[config.mk]
export PLATFORM = sky130hd
export DESIGN_NAME = bust_cell
export DESIGN_NICKNAME = d
export VERILOG_FILES = /design/src/sv/bust_pkg.sv /design/src/sv/bust_cell.sv
export SDC_FILE = /design/constraint.sdc
export NUM_CORES = 1
export LEC_CHECK = 0
export BUFFER_PORTS_ARGS = -buffer_cell sky130_fd_sc_hd__buf_4
export CORE_AREA = 2 2 100 102
export CTS_CLUSTER_DIAMETER = 150
export DETAILED_ROUTE_END_ITERATION = 6
export DIE_AREA = 0 0 102 104
export GPL_ROUTABILITY_DRIVEN = 0
export PLACE_DENSITY_LB_ADDON = 0.25
export SYNTH_ARGS = -nofsm -noshare
export SYNTH_HDL_FRONTEND = slang
export SYNTH_SLANG_ARGS = --single-unit
[constraint.sdc]
create_clock -name clk_i -period 2.5 [get_ports clk_i]
set_input_delay 0.125 -clock clk_i [delete_from_list [all_inputs] [get_ports clk_i]]
set_output_delay 0.125 -clock clk_i [all_outputs]
set_load 0.02 [all_outputs]
[src/sv/bust_pkg.sv]
`timescale 1ns / 1ps
`default_nettype none

package bust_pkg;

  localparam int unsigned DEPTH_DEF = 64;

  localparam int unsigned ELEM_W = 64;
  localparam int unsigned OP_W   = 2;
  localparam int unsigned ST_W   = 3;
  localparam int unsigned POS_W  = 6;
  localparam int unsigned OCC_W  = 7;
  localparam int unsigned CAP_W  = 7;

  localparam logic [CAP_W-1:0] CAP_RESET = CAP_W'(64);

  localparam logic [OP_W-1:0] OP_LOOKUP = 2'd0;
  localparam logic [OP_W-1:0] OP_INSERT = 2'd1;
  localparam logic [OP_W-1:0] OP_DELETE = 2'd2;

  typedef enum logic [ST_W-1:0] {
    ST_OK      = 3'd0,
    ST_FULL    = 3'd1,
    ST_PRESENT = 3'd2,
    ST_ABSENT  = 3'd3,
    ST_EMPTY   = 3'd4
  } status_e;

  typedef struct packed {
    logic valid;
    logic load;
    logic shift;
  } cell_ctrl_t;

endpackage

`default_nettype wire

[src/sv/bust_cell.sv]
`timescale 1ns / 1ps
`default_nettype none

module bust_cell
  import bust_pkg::*;
(
  input  wire logic              clk_i,
  input  wire logic              rst_ni,
  input  wire cell_ctrl_t        ctrl_i,
  input  wire logic [ELEM_W-1:0] key_i,
  input  wire logic [ELEM_W-1:0] new_i,
  input  wire logic [ELEM_W-1:0] next_i,
  output logic      [ELEM_W-1:0] entry_o,
  output logic                   hit_o
);

  logic [ELEM_W-1:0] entry_q, entry_d;
  logic              hit_q, hit_d;

  always_comb begin
    entry_d = entry_q;
    if (ctrl_i.load) begin
      entry_d = new_i;
    end else if (ctrl_i.shift) begin
      entry_d = next_i;
    end
    hit_d = ctrl_i.valid && (entry_q == key_i);
  end

  always_ff @(posedge clk_i) begin
    entry_q <= entry_d;
  end

  always_ff @(posedge clk_i or negedge rst_ni) begin
    if (!rst_ni) begin
      hit_q <= 1'b0;
    end else begin
      hit_q <= hit_d;
    end
  end

  assign entry_o = entry_q;
  assign hit_o   = hit_q;

endmodule

`default_nettype wire

Word level (Yosys, flattened, before mapping)
Index checks and enable logic that the tools add are counted. Widths: inputs -> output; s select.

Register bits: 65. Input bits: 197. Output and inout bits: 65. Word-level logic and storage cells: 7.

Eq/ne operators: 1. Muxes and demuxes: 2. Reductions and logical operators: 2.

Operators by type and width (count): $mux 64 (2); $eq 64x64->1 (1); $reduce_bool 2->1 (1); $logic_and 1x1->1 (1).

Logic depth before layout (Yosys ltp)
Gate-level depths: netlist (run 1).

Word-level depth: 2. Mapped depth: 5. Depth with buffers taken out: 5.

Least setup slack after synthesis (run 1)
No wires, ideal clock.

Kind: in2reg. From: in ctrl_i[1] (netlist bit). To: reg entry_q[0] (netlist: entry_o[0]), enable pin. Setup time: 0.394 ns. Data arrival time: 1.382 ns. Data required time: 2.106 ns. Path slack: 0.724 ns. Cell stages on the path: 3. Buffers on the path: 2. Cell sequence: buf_2 > buf_2 > or2_2.

Longest elaborated chain between the ends: 1.

RTL lines: from (decl) (RTL line bust_cell.sv:9) `input wire cell_ctrl_t ctrl_i,`; $reduce_bool 2->1 (no source line); to (signal assigned) (RTL line bust_cell.sv:31) `entry_q <= entry_d;`; to (decl) (RTL line bust_cell.sv:17) `logic [ELEM_W-1:0] entry_q, entry_d;`.

Every way passes these cells. A chain may end at the register's enable or synchronous reset.

Final worst setup path (run 1)
From: reg entry_q[36] (netlist: entry_o[36]). To: reg hit_q (netlist: hit_o).

Longest elaborated chain between the ends: 2.

RTL lines: $eq 64x64->1 (RTL line bust_cell.sv:27) `hit_d = ctrl_i.valid && (entry_q == key_i);`; $logic_and 1x1->1 (RTL line bust_cell.sv:27); net hit_d (RTL line bust_cell.sv:18) `logic hit_q, hit_d;`; to (signal assigned) (RTL line bust_cell.sv:38) `hit_q <= hit_d;`; to (decl) (RTL line bust_cell.sv:18).

The timed path passes the listed nets, and every way through them passes these cells.

==> results of run 1 <==
registers in the layout, indices dropped and copies added (netlist names):
register / count
entry_o: 64
hit_o: 1
where the power goes:
group | switching [mW] | internal [mW] | total (mW) | leakage [nW]
clock network | 0.384 | 0.553 | 0.937 | 0.101
registers | 0.0882 | 1.34 | 1.43 | 0.666
logic | 0.384 | 0.504 | 0.889 | 1.82
total | 0.857 | 2.40 | 3.25 | 2.58
layer usage:
layer  vias to the layer above  share of wire
li1                       1445              -
met1                      1354           0.35
met3                        13          0.097
met5                         -              0
met4                         0          0.014
met2                       172           0.54
critical path: stages (launching register included):
cell,delay (ps)
sky130_fd_sc_hd__edfxtp_1,410
sky130_fd_sc_hd__xnor2_1,180
sky130_fd_sc_hd__nand4_1,140
sky130_fd_sc_hd__nor4_2,300
sky130_fd_sc_hd__nand4_1,180
sky130_fd_sc_hd__nor4_2,300
path summary, 6_finish.rpt:
check / start / endpoint / slack (ps) / cells past startpoint
max in group asynchronous: rst_ni / hit_o$_DFF_PN0_ / 2260 / 2
max reg2reg: entry_o[36]$_DFFE_PP_ / hit_o$_DFF_PN0_ / 910 / 5
min reg2reg: entry_o[7]$_DFFE_PP_ / hit_o$_DFF_PN0_ / 670 / 3
min in group asynchronous: rst_ni / hit_o$_DFF_PN0_ / 160 / 2
min: new_i[63] / entry_o[63]$_DFFE_PP_ / 100 / 2
max: entry_o[36]$_DFFE_PP_ / hit_o$_DFF_PN0_ / 910 / 5
cells by family after synthesis:
logic type	count (synthesis)
and+or+nand+nor	21
buffers and inverters	26
AOI/OAI and AO/OA	16
xor gates and xnor gates	48
muxes	64
DFF	65
layout make-up:
class,instances,area (µm²),area share
clock buffers,11,131,0.0226
clock inverters,4,68.8,0.0118
inverters,19,71.3,0.0122
multi-input cells,149,1420,0.243
flip-flops and latches,65,1950,0.334
well taps,133,166,0.0286
repair buffers,266,2020,0.348
per-stage QoR:
stage          power (mW)  hold WS, ps  area, µm²  setup slack, ps  utilization
2_1_floorplan        1.84         -171       3470              724            -
3_3_place_gp         2.34        -99.6       5610              926        0.588
3_5_place_dp         2.35        -99.2       5610              872        0.588
4_1_cts              3.29         79.6       5820              841        0.610
5_1_grt              3.40         75.5       5820              719        0.610
6_report             3.25         96.6       5820              908        0.610
timing repair:
action                    CTS  global route
hold buffers                1             0
gates resized for setup     0             0
hold endpoints to repair    1             0
Yosys cell counts (2+ instances only):
library cell                 n  area [µm²]
sky130_fd_sc_hd__a221oi_1    5        43.8
sky130_fd_sc_hd__edfxtp_1   64        1920
sky130_fd_sc_hd__buf_2       6        30.0
sky130_fd_sc_hd__o22ai_1     5        31.3
sky130_fd_sc_hd__o2bb2ai_1   2        17.5
sky130_fd_sc_hd__xor2_1     15         131
sky130_fd_sc_hd__nand4_1    10        62.6
sky130_fd_sc_hd__nor4_1      4        25.0
sky130_fd_sc_hd__nand3_1     2        10.0
sky130_fd_sc_hd__inv_1      19        71.3
sky130_fd_sc_hd__xnor2_1    33         289
sky130_fd_sc_hd__nor4_2      3        37.5
sky130_fd_sc_hd__mux2_2     64         721
==> impl_metrics.prom, run 1 <==
# TYPE chip_impl_metric gauge
chip_impl_metric{name="synthSimpleGateAreaFrac",unit=""} 0.0433
chip_impl_info{name="grt_setup_unrepaired",value="false"} 1
chip_impl_metric{name="layout-drive-gt1-share",unit=""} 0.671
chip_impl_metric{name="vias_in_the_first_global_route",unit=""} 3186
chip_impl_info{name="tritoncts",value="yes"} 1
chip_impl_metric{name="synth.net_count",unit=""} 437
chip_impl_metric{name="antenna_violations_before_repair",unit=""} 0
chip_impl_metric{name="synthCells",unit=""} 240
chip_impl_metric{name="timing.final.hold_violations",unit=""} 0
chip_impl_metric{name="drt_iter0_drc",unit=""} 85
chip_impl_metric{name="power.ir.vdd_worst",unit="V"} 0.000310
chip_impl_info{name="worstSetupStartpointType",value="flop"} 1
chip_impl_metric{name="synth_seq_area_share",unit=""} 0.562
chip_impl_metric{name="groute.layer.met2.usage",unit=""} 0.374
chip_impl_metric{name="postSynthAreaPerCell",unit="µm²"} 14.4
chip_impl_metric{name="critical_path_required",unit="ps"} 2730
chip_impl_metric{name="power_per_cell_area",unit="mW/mm²"} 559
chip_impl_metric{name="row_count",unit=""} 36
chip_impl_metric{name="final.setup.tns",unit="ps"} 0
chip_impl_metric{name="drt_wl_total",unit="mm"} 10.8
chip_impl_metric{name="dp_hpwl",unit="mm"} 8.95
chip_impl_metric{name="die_width",unit="µm"} 102
chip_impl_metric{name="synth.distinct_cells",unit=""} 21
chip_impl_metric{name="floorplan.core_area",unit="mm²"} 0.00955
chip_impl_metric{name="final_cell_count_without_fillers",unit=""} 647
chip_impl_info{name="critical_path_class",value="reg2reg"} 1
chip_impl_metric{name="post-place-cells",unit=""} 631
chip_impl_info{name="type_of_destination_of_the_critical_path",value="flop"} 1
chip_impl_metric{name="nNetsFinal",unit=""} 707
chip_impl_metric{name="max_slew_margin",unit=""} 0.637
chip_impl_metric{name="timing.final.crit_share",unit=""} 0.637
chip_impl_metric{name="yosys_register_bits",unit=""} 65
chip_impl_metric{name="first_pass_iters",unit=""} 5
chip_impl_metric{name="vias_per_instance",unit=""} 4.61
chip_impl_metric{name="maxSlewViolCount",unit=""} 0
chip_impl_metric{name="final_antenna_net_count",unit=""} 0
chip_impl_metric{name="area_delta_synth_final",unit="%"} 68.0
chip_impl_info{name="clk_root_buffer_cell",value="sky130_fd_sc_hd__clkbuf_8"} 1
chip_impl_metric{name="fill_cells",unit=""} 812
chip_impl_metric{name="asyncSetResetFlopFracSynth",unit=""} 0.0154
chip_impl_metric{name="die_area",unit="mm²"} 0.0106
chip_impl_metric{name="cts_inserted_buffers",unit=""} 9
chip_impl_metric{name="globalRouteMet1Util",unit=""} 0.208
chip_impl_metric{name="fmaxAchievable",unit="MHz"} 628
chip_impl_metric{name="chipHeight",unit="µm"} 104
chip_impl_metric{name="p_leak",unit="nW"} 2.58
chip_impl_info{name="synth_flop_cell",value="sky130_fd_sc_hd__edfxtp_1"} 1
chip_impl_metric{name="syn-cell-area",unit="mm²"} 0.00347
chip_impl_metric{name="global_route_wire_length_before_repair",unit="mm"} 16.1
chip_impl_metric{name="synth-compound-area-share",unit=""} 0.0357
chip_impl_metric{name="cts-root-to-sink-buffers",unit=""} 2
chip_impl_metric{name="finalClockSkew",unit="ps"} 6.80
chip_impl_info{name="outcome",value="finished clean"} 1
chip_impl_metric{name="antenna_cells_inserted",unit=""} 0
chip_impl_metric{name="floorplan.initialDensity",unit=""} 0.363
chip_impl_metric{name="overflow",unit=""} 0
chip_impl_metric{name="grt_util_all_layers",unit=""} 0.200
chip_impl_metric{name="clock_tree.htree_level_count",unit=""} 3
chip_impl_metric{name="post_cts_buffers",unit=""} 0
chip_impl_metric{name="post-route-drc-count",unit=""} 0
chip_impl_info{name="final_cell_mix",value="sky130_fd_sc_hd__buf_4, sky130_fd_sc_hd__mux2_2, sky130_fd_sc_hd__edfxtp_1, sky130_fd_sc_hd__xnor2_1, sky130_fd_sc_hd__inv_1"} 1
chip_impl_metric{name="maxCapViolCount",unit=""} 0
chip_impl_info{name="synth_top_family_by_area",value="multiplexers"} 1
chip_impl_info{name="hold_path.class",value="in2reg"} 1
chip_impl_metric{name="synthAdderAreaFrac",unit=""} 0
chip_impl_metric{name="pin_count_of_the_biggest_net_entering_global_routing",unit=""} 29
chip_impl_metric{name="routed_wire_length_per_instance",unit="µm"} 16.7
chip_impl_metric{name="multiplexer_fraction_of_the_synthesized_cell_area",unit=""} 0.208
chip_impl_metric{name="clkLatencyLatePin",unit="ps"} 330
chip_impl_metric{name="synth_edf_count",unit=""} 64
chip_impl_metric{name="clock_sinks",unit=""} 65
chip_impl_metric{name="grtUsageMet3",unit=""} 0.0591
chip_impl_metric{name="dr_total_vias",unit=""} 2984
chip_impl_metric{name="io_buffers",unit=""} 261
chip_impl_info{name="busiest_layer",value="met2"} 1
chip_impl_metric{name="design.portCount",unit=""} 262
chip_impl_metric{name="path_max_fanout",unit=""} 2
chip_impl_metric{name="cp_data_arrival_time",unit="ps"} 1820
chip_impl_metric{name="setup_viol",unit=""} 0
chip_impl_metric{name="ys.warnings.count",unit=""} 0
chip_impl_metric{name="xor_and_xnor_area_share_after_synthesis",unit=""} 0.121
chip_impl_metric{name="fin_crit",unit="ps"} 1590
chip_impl_metric{name="transition_time_at_the_pin_with_the_least_slew_margin",unit="ps"} 544
chip_impl_info{name="most_frequent_standard_cell_in_the_layout_excluding_fill_and_tap_cells",value="sky130_fd_sc_hd__buf_4"} 1
chip_impl_metric{name="clkTransAtPathRegs",unit="ps"} 70
(Power assumes the default switching activity.)
==> run 2, diff against run 1 <==
- ABC_AREA: unset -> 1
- CORE_AREA: 2 2 100 102 -> unset
- CORE_ASPECT_RATIO: unset -> 1.75
- CORE_UTILIZATION: unset -> 38
- DIE_AREA: 0 0 102 104 -> unset
- clock period: 2.5 -> 1.4 ns (I/O delays scaled with it)
==> run 2 against run 1 <==
Compared with the run above: global-route usage increased by 4.6 points; via count increased by 41%; final cell count increased by 43%; critical path depth increased by 5; die area decreased by 0.51%; critical path type unchanged; largest power group unchanged; highest routed layer unchanged.
==> impl_metrics.prom, run 2 <==
# TYPE chip_impl_metric gauge
chip_impl_metric{name="dp_hpwl",unit="mm"} 10.3
chip_impl_metric{name="globalRouteMet1Util",unit=""} 0.250
chip_impl_metric{name="cts_inserted_buffers",unit=""} 9
chip_impl_metric{name="fill_cells",unit=""} 883
chip_impl_metric{name="power.ir.vdd_worst",unit="V"} 0.000685
chip_impl_info{name="crit_path_start",value="entry_o[11]$_DFFE_PP_"} 1
chip_impl_metric{name="layout-drive-gt1-share",unit=""} 0.360
chip_impl_info{name="yosysTopAreaCell",value="sky130_fd_sc_hd__edfxtp_1"} 1
chip_impl_metric{name="groute.layer.met2.usage",unit=""} 0.468
chip_impl_metric{name="antenna_violations_before_repair",unit=""} 0
chip_impl_info{name="critical_path_class",value="reg2reg"} 1
chip_impl_metric{name="share_seq_of_total_power",unit=""} 0.386
chip_impl_info{name="worstSetupStartpointType",value="flop"} 1
chip_impl_info{name="synthMostInstantiatedCell",value="sky130_fd_sc_hd__nand2_1"} 1
chip_impl_info{name="tritoncts",value="yes"} 1
chip_impl_metric{name="critical_path_required",unit="ps"} 1650
chip_impl_metric{name="finalPower",unit="mW"} 6.63
chip_impl_metric{name="yosys_register_bits",unit=""} 65
chip_impl_metric{name="synth_top_cell_area_share",unit=""} 0.499
chip_impl_metric{name="power_switching",unit="mW"} 1.84
chip_impl_metric{name="routed_wire_length_per_instance",unit="µm"} 13.9
chip_impl_metric{name="syn-cell-area",unit="mm²"} 0.00385
chip_impl_info{name="busiest_layer",value="met2"} 1
chip_impl_metric{name="synth.net_count",unit=""} 724
chip_impl_metric{name="design.portCount",unit=""} 262
chip_impl_metric{name="cts-root-to-sink-buffers",unit=""} 2
chip_impl_metric{name="depth_of_the_most_critical_reg_to_reg_path",unit=""} 10
chip_impl_metric{name="post-place-cells",unit=""} 903
chip_impl_metric{name="drt_iter0_drc",unit=""} 234
chip_impl_info{name="worst_r2r_startpoint",value="entry_o[11]$_DFFE_PP_"} 1
chip_impl_info{name="final_cell_mix",value="sky130_fd_sc_hd__nand2_1, sky130_fd_sc_hd__buf_4, sky130_fd_sc_hd__inv_1, sky130_fd_sc_hd__edfxtp_1, sky130_fd_sc_hd__nor2_1"} 1
chip_impl_info{name="hold_path.class",value="in2reg"} 1
chip_impl_metric{name="overflow",unit=""} 0
chip_impl_metric{name="largest_register_ff_count",unit=""} 64
chip_impl_metric{name="synth_edf_count",unit=""} 64
chip_impl_metric{name="final.hold.worst_slack",unit="ps"} 7.31
chip_impl_metric{name="post-route-drc-count",unit=""} 0
chip_impl_metric{name="maxSlewViolCount",unit=""} 0
chip_impl_metric{name="grt_util_all_layers",unit=""} 0.246
chip_impl_metric{name="floorplan.core_area",unit="mm²"} 0.00985
chip_impl_metric{name="grtUsageMet3",unit=""} 0.0579
chip_impl_metric{name="drt_wl_total",unit="mm"} 12.9
chip_impl_metric{name="asyncSetResetFlopFracSynth",unit=""} 0.0154
chip_impl_metric{name="dr_total_vias",unit=""} 4205
chip_impl_metric{name="first_pass_iters",unit=""} 4
chip_impl_metric{name="area_delta_synth_final",unit="%"} 63.7
chip_impl_metric{name="timing.final.hold_violations",unit=""} 0
chip_impl_metric{name="pin_count_of_the_biggest_net_entering_global_routing",unit=""} 65
chip_impl_info{name="grt_setup_unrepaired",value="false"} 1
chip_impl_info{name="outcome",value="finished clean"} 1
chip_impl_info{name="synth_commonest_cells",value="sky130_fd_sc_hd__nand2_1, sky130_fd_sc_hd__inv_1, sky130_fd_sc_hd__edfxtp_1"} 1
chip_impl_metric{name="final_cell_count_without_fillers",unit=""} 923
chip_impl_metric{name="p_leak",unit="nW"} 3.46
chip_impl_metric{name="clkLatencyLatePin",unit="ps"} 330
chip_impl_metric{name="fin_crit",unit="ps"} 1260
chip_impl_metric{name="clock_sinks",unit=""} 65
chip_impl_metric{name="row_count",unit=""} 48
chip_impl_metric{name="chipHeight",unit="µm"} 135
chip_impl_info{name="synth_flop_cell",value="sky130_fd_sc_hd__edfxtp_1"} 1
chip_impl_metric{name="io_buffers",unit=""} 261
chip_impl_info{name="reg2reg_to",value="hit_o$_DFF_PN0_"} 1
chip_impl_metric{name="r2r_setup_slack",unit="ps"} 140
chip_impl_metric{name="final.setup.tns",unit="ps"} 0
chip_impl_metric{name="maxCapViolCount",unit=""} 0
chip_impl_metric{name="global_route_wire_length_before_repair",unit="mm"} 19.7
chip_impl_metric{name="vias_per_instance",unit=""} 4.56
chip_impl_metric{name="transition_time_at_the_pin_with_the_least_slew_margin",unit="ps"} 937
chip_impl_metric{name="power.share.combinational",unit=""} 0.259
chip_impl_metric{name="synth.distinct_cells",unit=""} 18
chip_impl_info{name="most_frequent_standard_cell_in_the_layout_excluding_fill_and_tap_cells",value="sky130_fd_sc_hd__nand2_1"} 1
chip_impl_metric{name="die_width",unit="µm"} 78.1
chip_impl_info{name="type_of_destination_of_the_critical_path",value="flop"} 1
chip_impl_info{name="clk_root_buffer_cell",value="sky130_fd_sc_hd__clkbuf_16"} 1
chip_impl_metric{name="nNetsFinal",unit=""} 990
chip_impl_metric{name="ys.warnings.count",unit=""} 0
chip_impl_metric{name="cp_data_arrival_time",unit="ps"} 1520
chip_impl_metric{name="postSynthAreaPerCell",unit="µm²"} 7.31
chip_impl_metric{name="floorplan.initialDensity",unit=""} 0.391
chip_impl_metric{name="clock_tree.htree_level_count",unit=""} 3
chip_impl_info{name="critPathCapture",value="hit_o$_DFF_PN0_"} 1
chip_impl_metric{name="final_antenna_net_count",unit=""} 0
chip_impl_metric{name="vias_in_the_first_global_route",unit=""} 4255
chip_impl_metric{name="timing.final.crit_share",unit=""} 0.903
chip_impl_metric{name="die_area",unit="mm²"} 0.0106
chip_impl_metric{name="synthCells",unit=""} 527
chip_impl_metric{name="setup_viol",unit=""} 0
chip_impl_metric{name="internal_power_component",unit="mW"} 4.79
chip_impl_metric{name="power_per_cell_area",unit="mW/mm²"} 1050
chip_impl_metric{name="max_slew_margin",unit=""} 0.375
chip_impl_metric{name="clkTransAtPathRegs",unit="ps"} 60
chip_impl_metric{name="antenna_cells_inserted",unit=""} 0
chip_impl_metric{name="fmaxAchievable",unit="MHz"} 791
chip_impl_metric{name="path_max_fanout",unit=""} 3
chip_impl_metric{name="finalClockSkew",unit="ps"} 6.20
chip_impl_metric{name="synth_seq_area_share",unit=""} 0.506
chip_impl_info{name="most_area_consuming_cells_after_synthesis",value="sky130_fd_sc_hd__edfxtp_1, sky130_fd_sc_hd__nand2_1, sky130_fd_sc_hd__inv_1"} 1
chip_impl_metric{name="power.share.switching",unit=""} 0.277
chip_impl_metric{name="pwr-share-clk",unit=""} 0.355
-- run 2: changes by cell type in the layout (fill, tap and decap cells not counted), sizes merged, moves of 8 or more --
cell / before / now
mux2: 64 / 0
inv: 19 / 78
xor2: 15 / 3
xnor2: 33 / 20
nor2: 0 / 27
o21ai: 0 / 8
nand2: 0 / 297
-- run 2: worst min path at each step --
| stage | start | end | cells after the start |
|---|---|---|---|
| 6_report | next_i[51] | entry_o[51]$_DFFE_PP_ | 3 |
| 5_1_grt | next_i[52] | entry_o[52]$_DFFE_PP_ | 3 |
| 4_1_cts | next_i[5] | entry_o[5]$_DFFE_PP_ | 3 |
| 3_5_place_dp | rst_ni | hit_o$_DFF_PN0_ | 1 |
| 3_3_place_gp | rst_ni | hit_o$_DFF_PN0_ | 1 |
| 2_1_floorplan | rst_ni | hit_o$_DFF_PN0_ | 0 |
-- run 2: repair_timing --
item                                    CTS  global route
setup buffers                             0             1
hold buffers                              3             0
hold endpoints to repair                  3             0
endpoints found under the setup margin    0             1
resized for setup                         0             3
-- run 2: area by class of cell --
cell class              count  area [µm²]  share of cell area
clock buffers               9         225              0.0357
clock inverters             7        85.1              0.0135
inverters                  79         297              0.0471
multi-input cells         370        1560               0.247
flip-flops and latches     65        1950               0.309
well taps                 125         156              0.0248
repair buffers            268        2030               0.322
-- run 2: power by group through the flow --
| stage | Clock, mW | Sequential [mW] | Combinational, mW |
|---|---|---|---|
| 5_1_grt | 2.47 | 2.58 | 1.87 |
| 2_1_floorplan | 0 | 2.83 | 0.526 |
| 6_report | 2.35 | 2.56 | 1.72 |
| 3_5_place_dp | 0 | 2.59 | 1.71 |
| 4_1_cts | 2.38 | 2.56 | 1.73 |
| 3_3_place_gp | 0 | 2.58 | 1.69 |
-- run 2: logic make-up (layout without fill, tap and decap cells) --
logic type,count (synthesis),after routing,synth area share
buffers and inverters,92,363,0.0920
and+or+nand+nor,332,332,0.328
DFF,65,65,0.506
AOI/OAI and AO/OA,15,15,0.0221
xor gates and xnor gates,23,23,0.0523
-- run 2: stage by stage --
stage	area [µm²]	setup WS, ps	utilization
after floorplan	3850	237	-
after global placement	5950	46.5	0.604
after detailed placement	5950	47.8	0.604
after CTS	6290	3.54	0.638
after global routing	6300	8.61	0.640
final	6300	136	0.640
-- run 2: critical path, cell delays in order, from the launching register on --
cell	delay, ps
sky130_fd_sc_hd__edfxtp_1	370
sky130_fd_sc_hd__inv_1	50
sky130_fd_sc_hd__nand2_1	110
sky130_fd_sc_hd__nand2_1	70
sky130_fd_sc_hd__inv_1	40
sky130_fd_sc_hd__nand2_1	60
sky130_fd_sc_hd__nor2_2	130
sky130_fd_sc_hd__nand2_1	80
sky130_fd_sc_hd__nor2_2	110
sky130_fd_sc_hd__nand3_1	80
sky130_fd_sc_hd__nor2_1	90
-- run 2: layer usage --
| layer | up-vias | wire length (µm) |
|---|---|---|
| li1 | 2129 | - |
| met1 | 1860 | 4440 |
| met2 | 184 | 7170 |
| met3 | 32 | 821 |
| met4 | 0 | 442 |
| met5 | - | 0 |
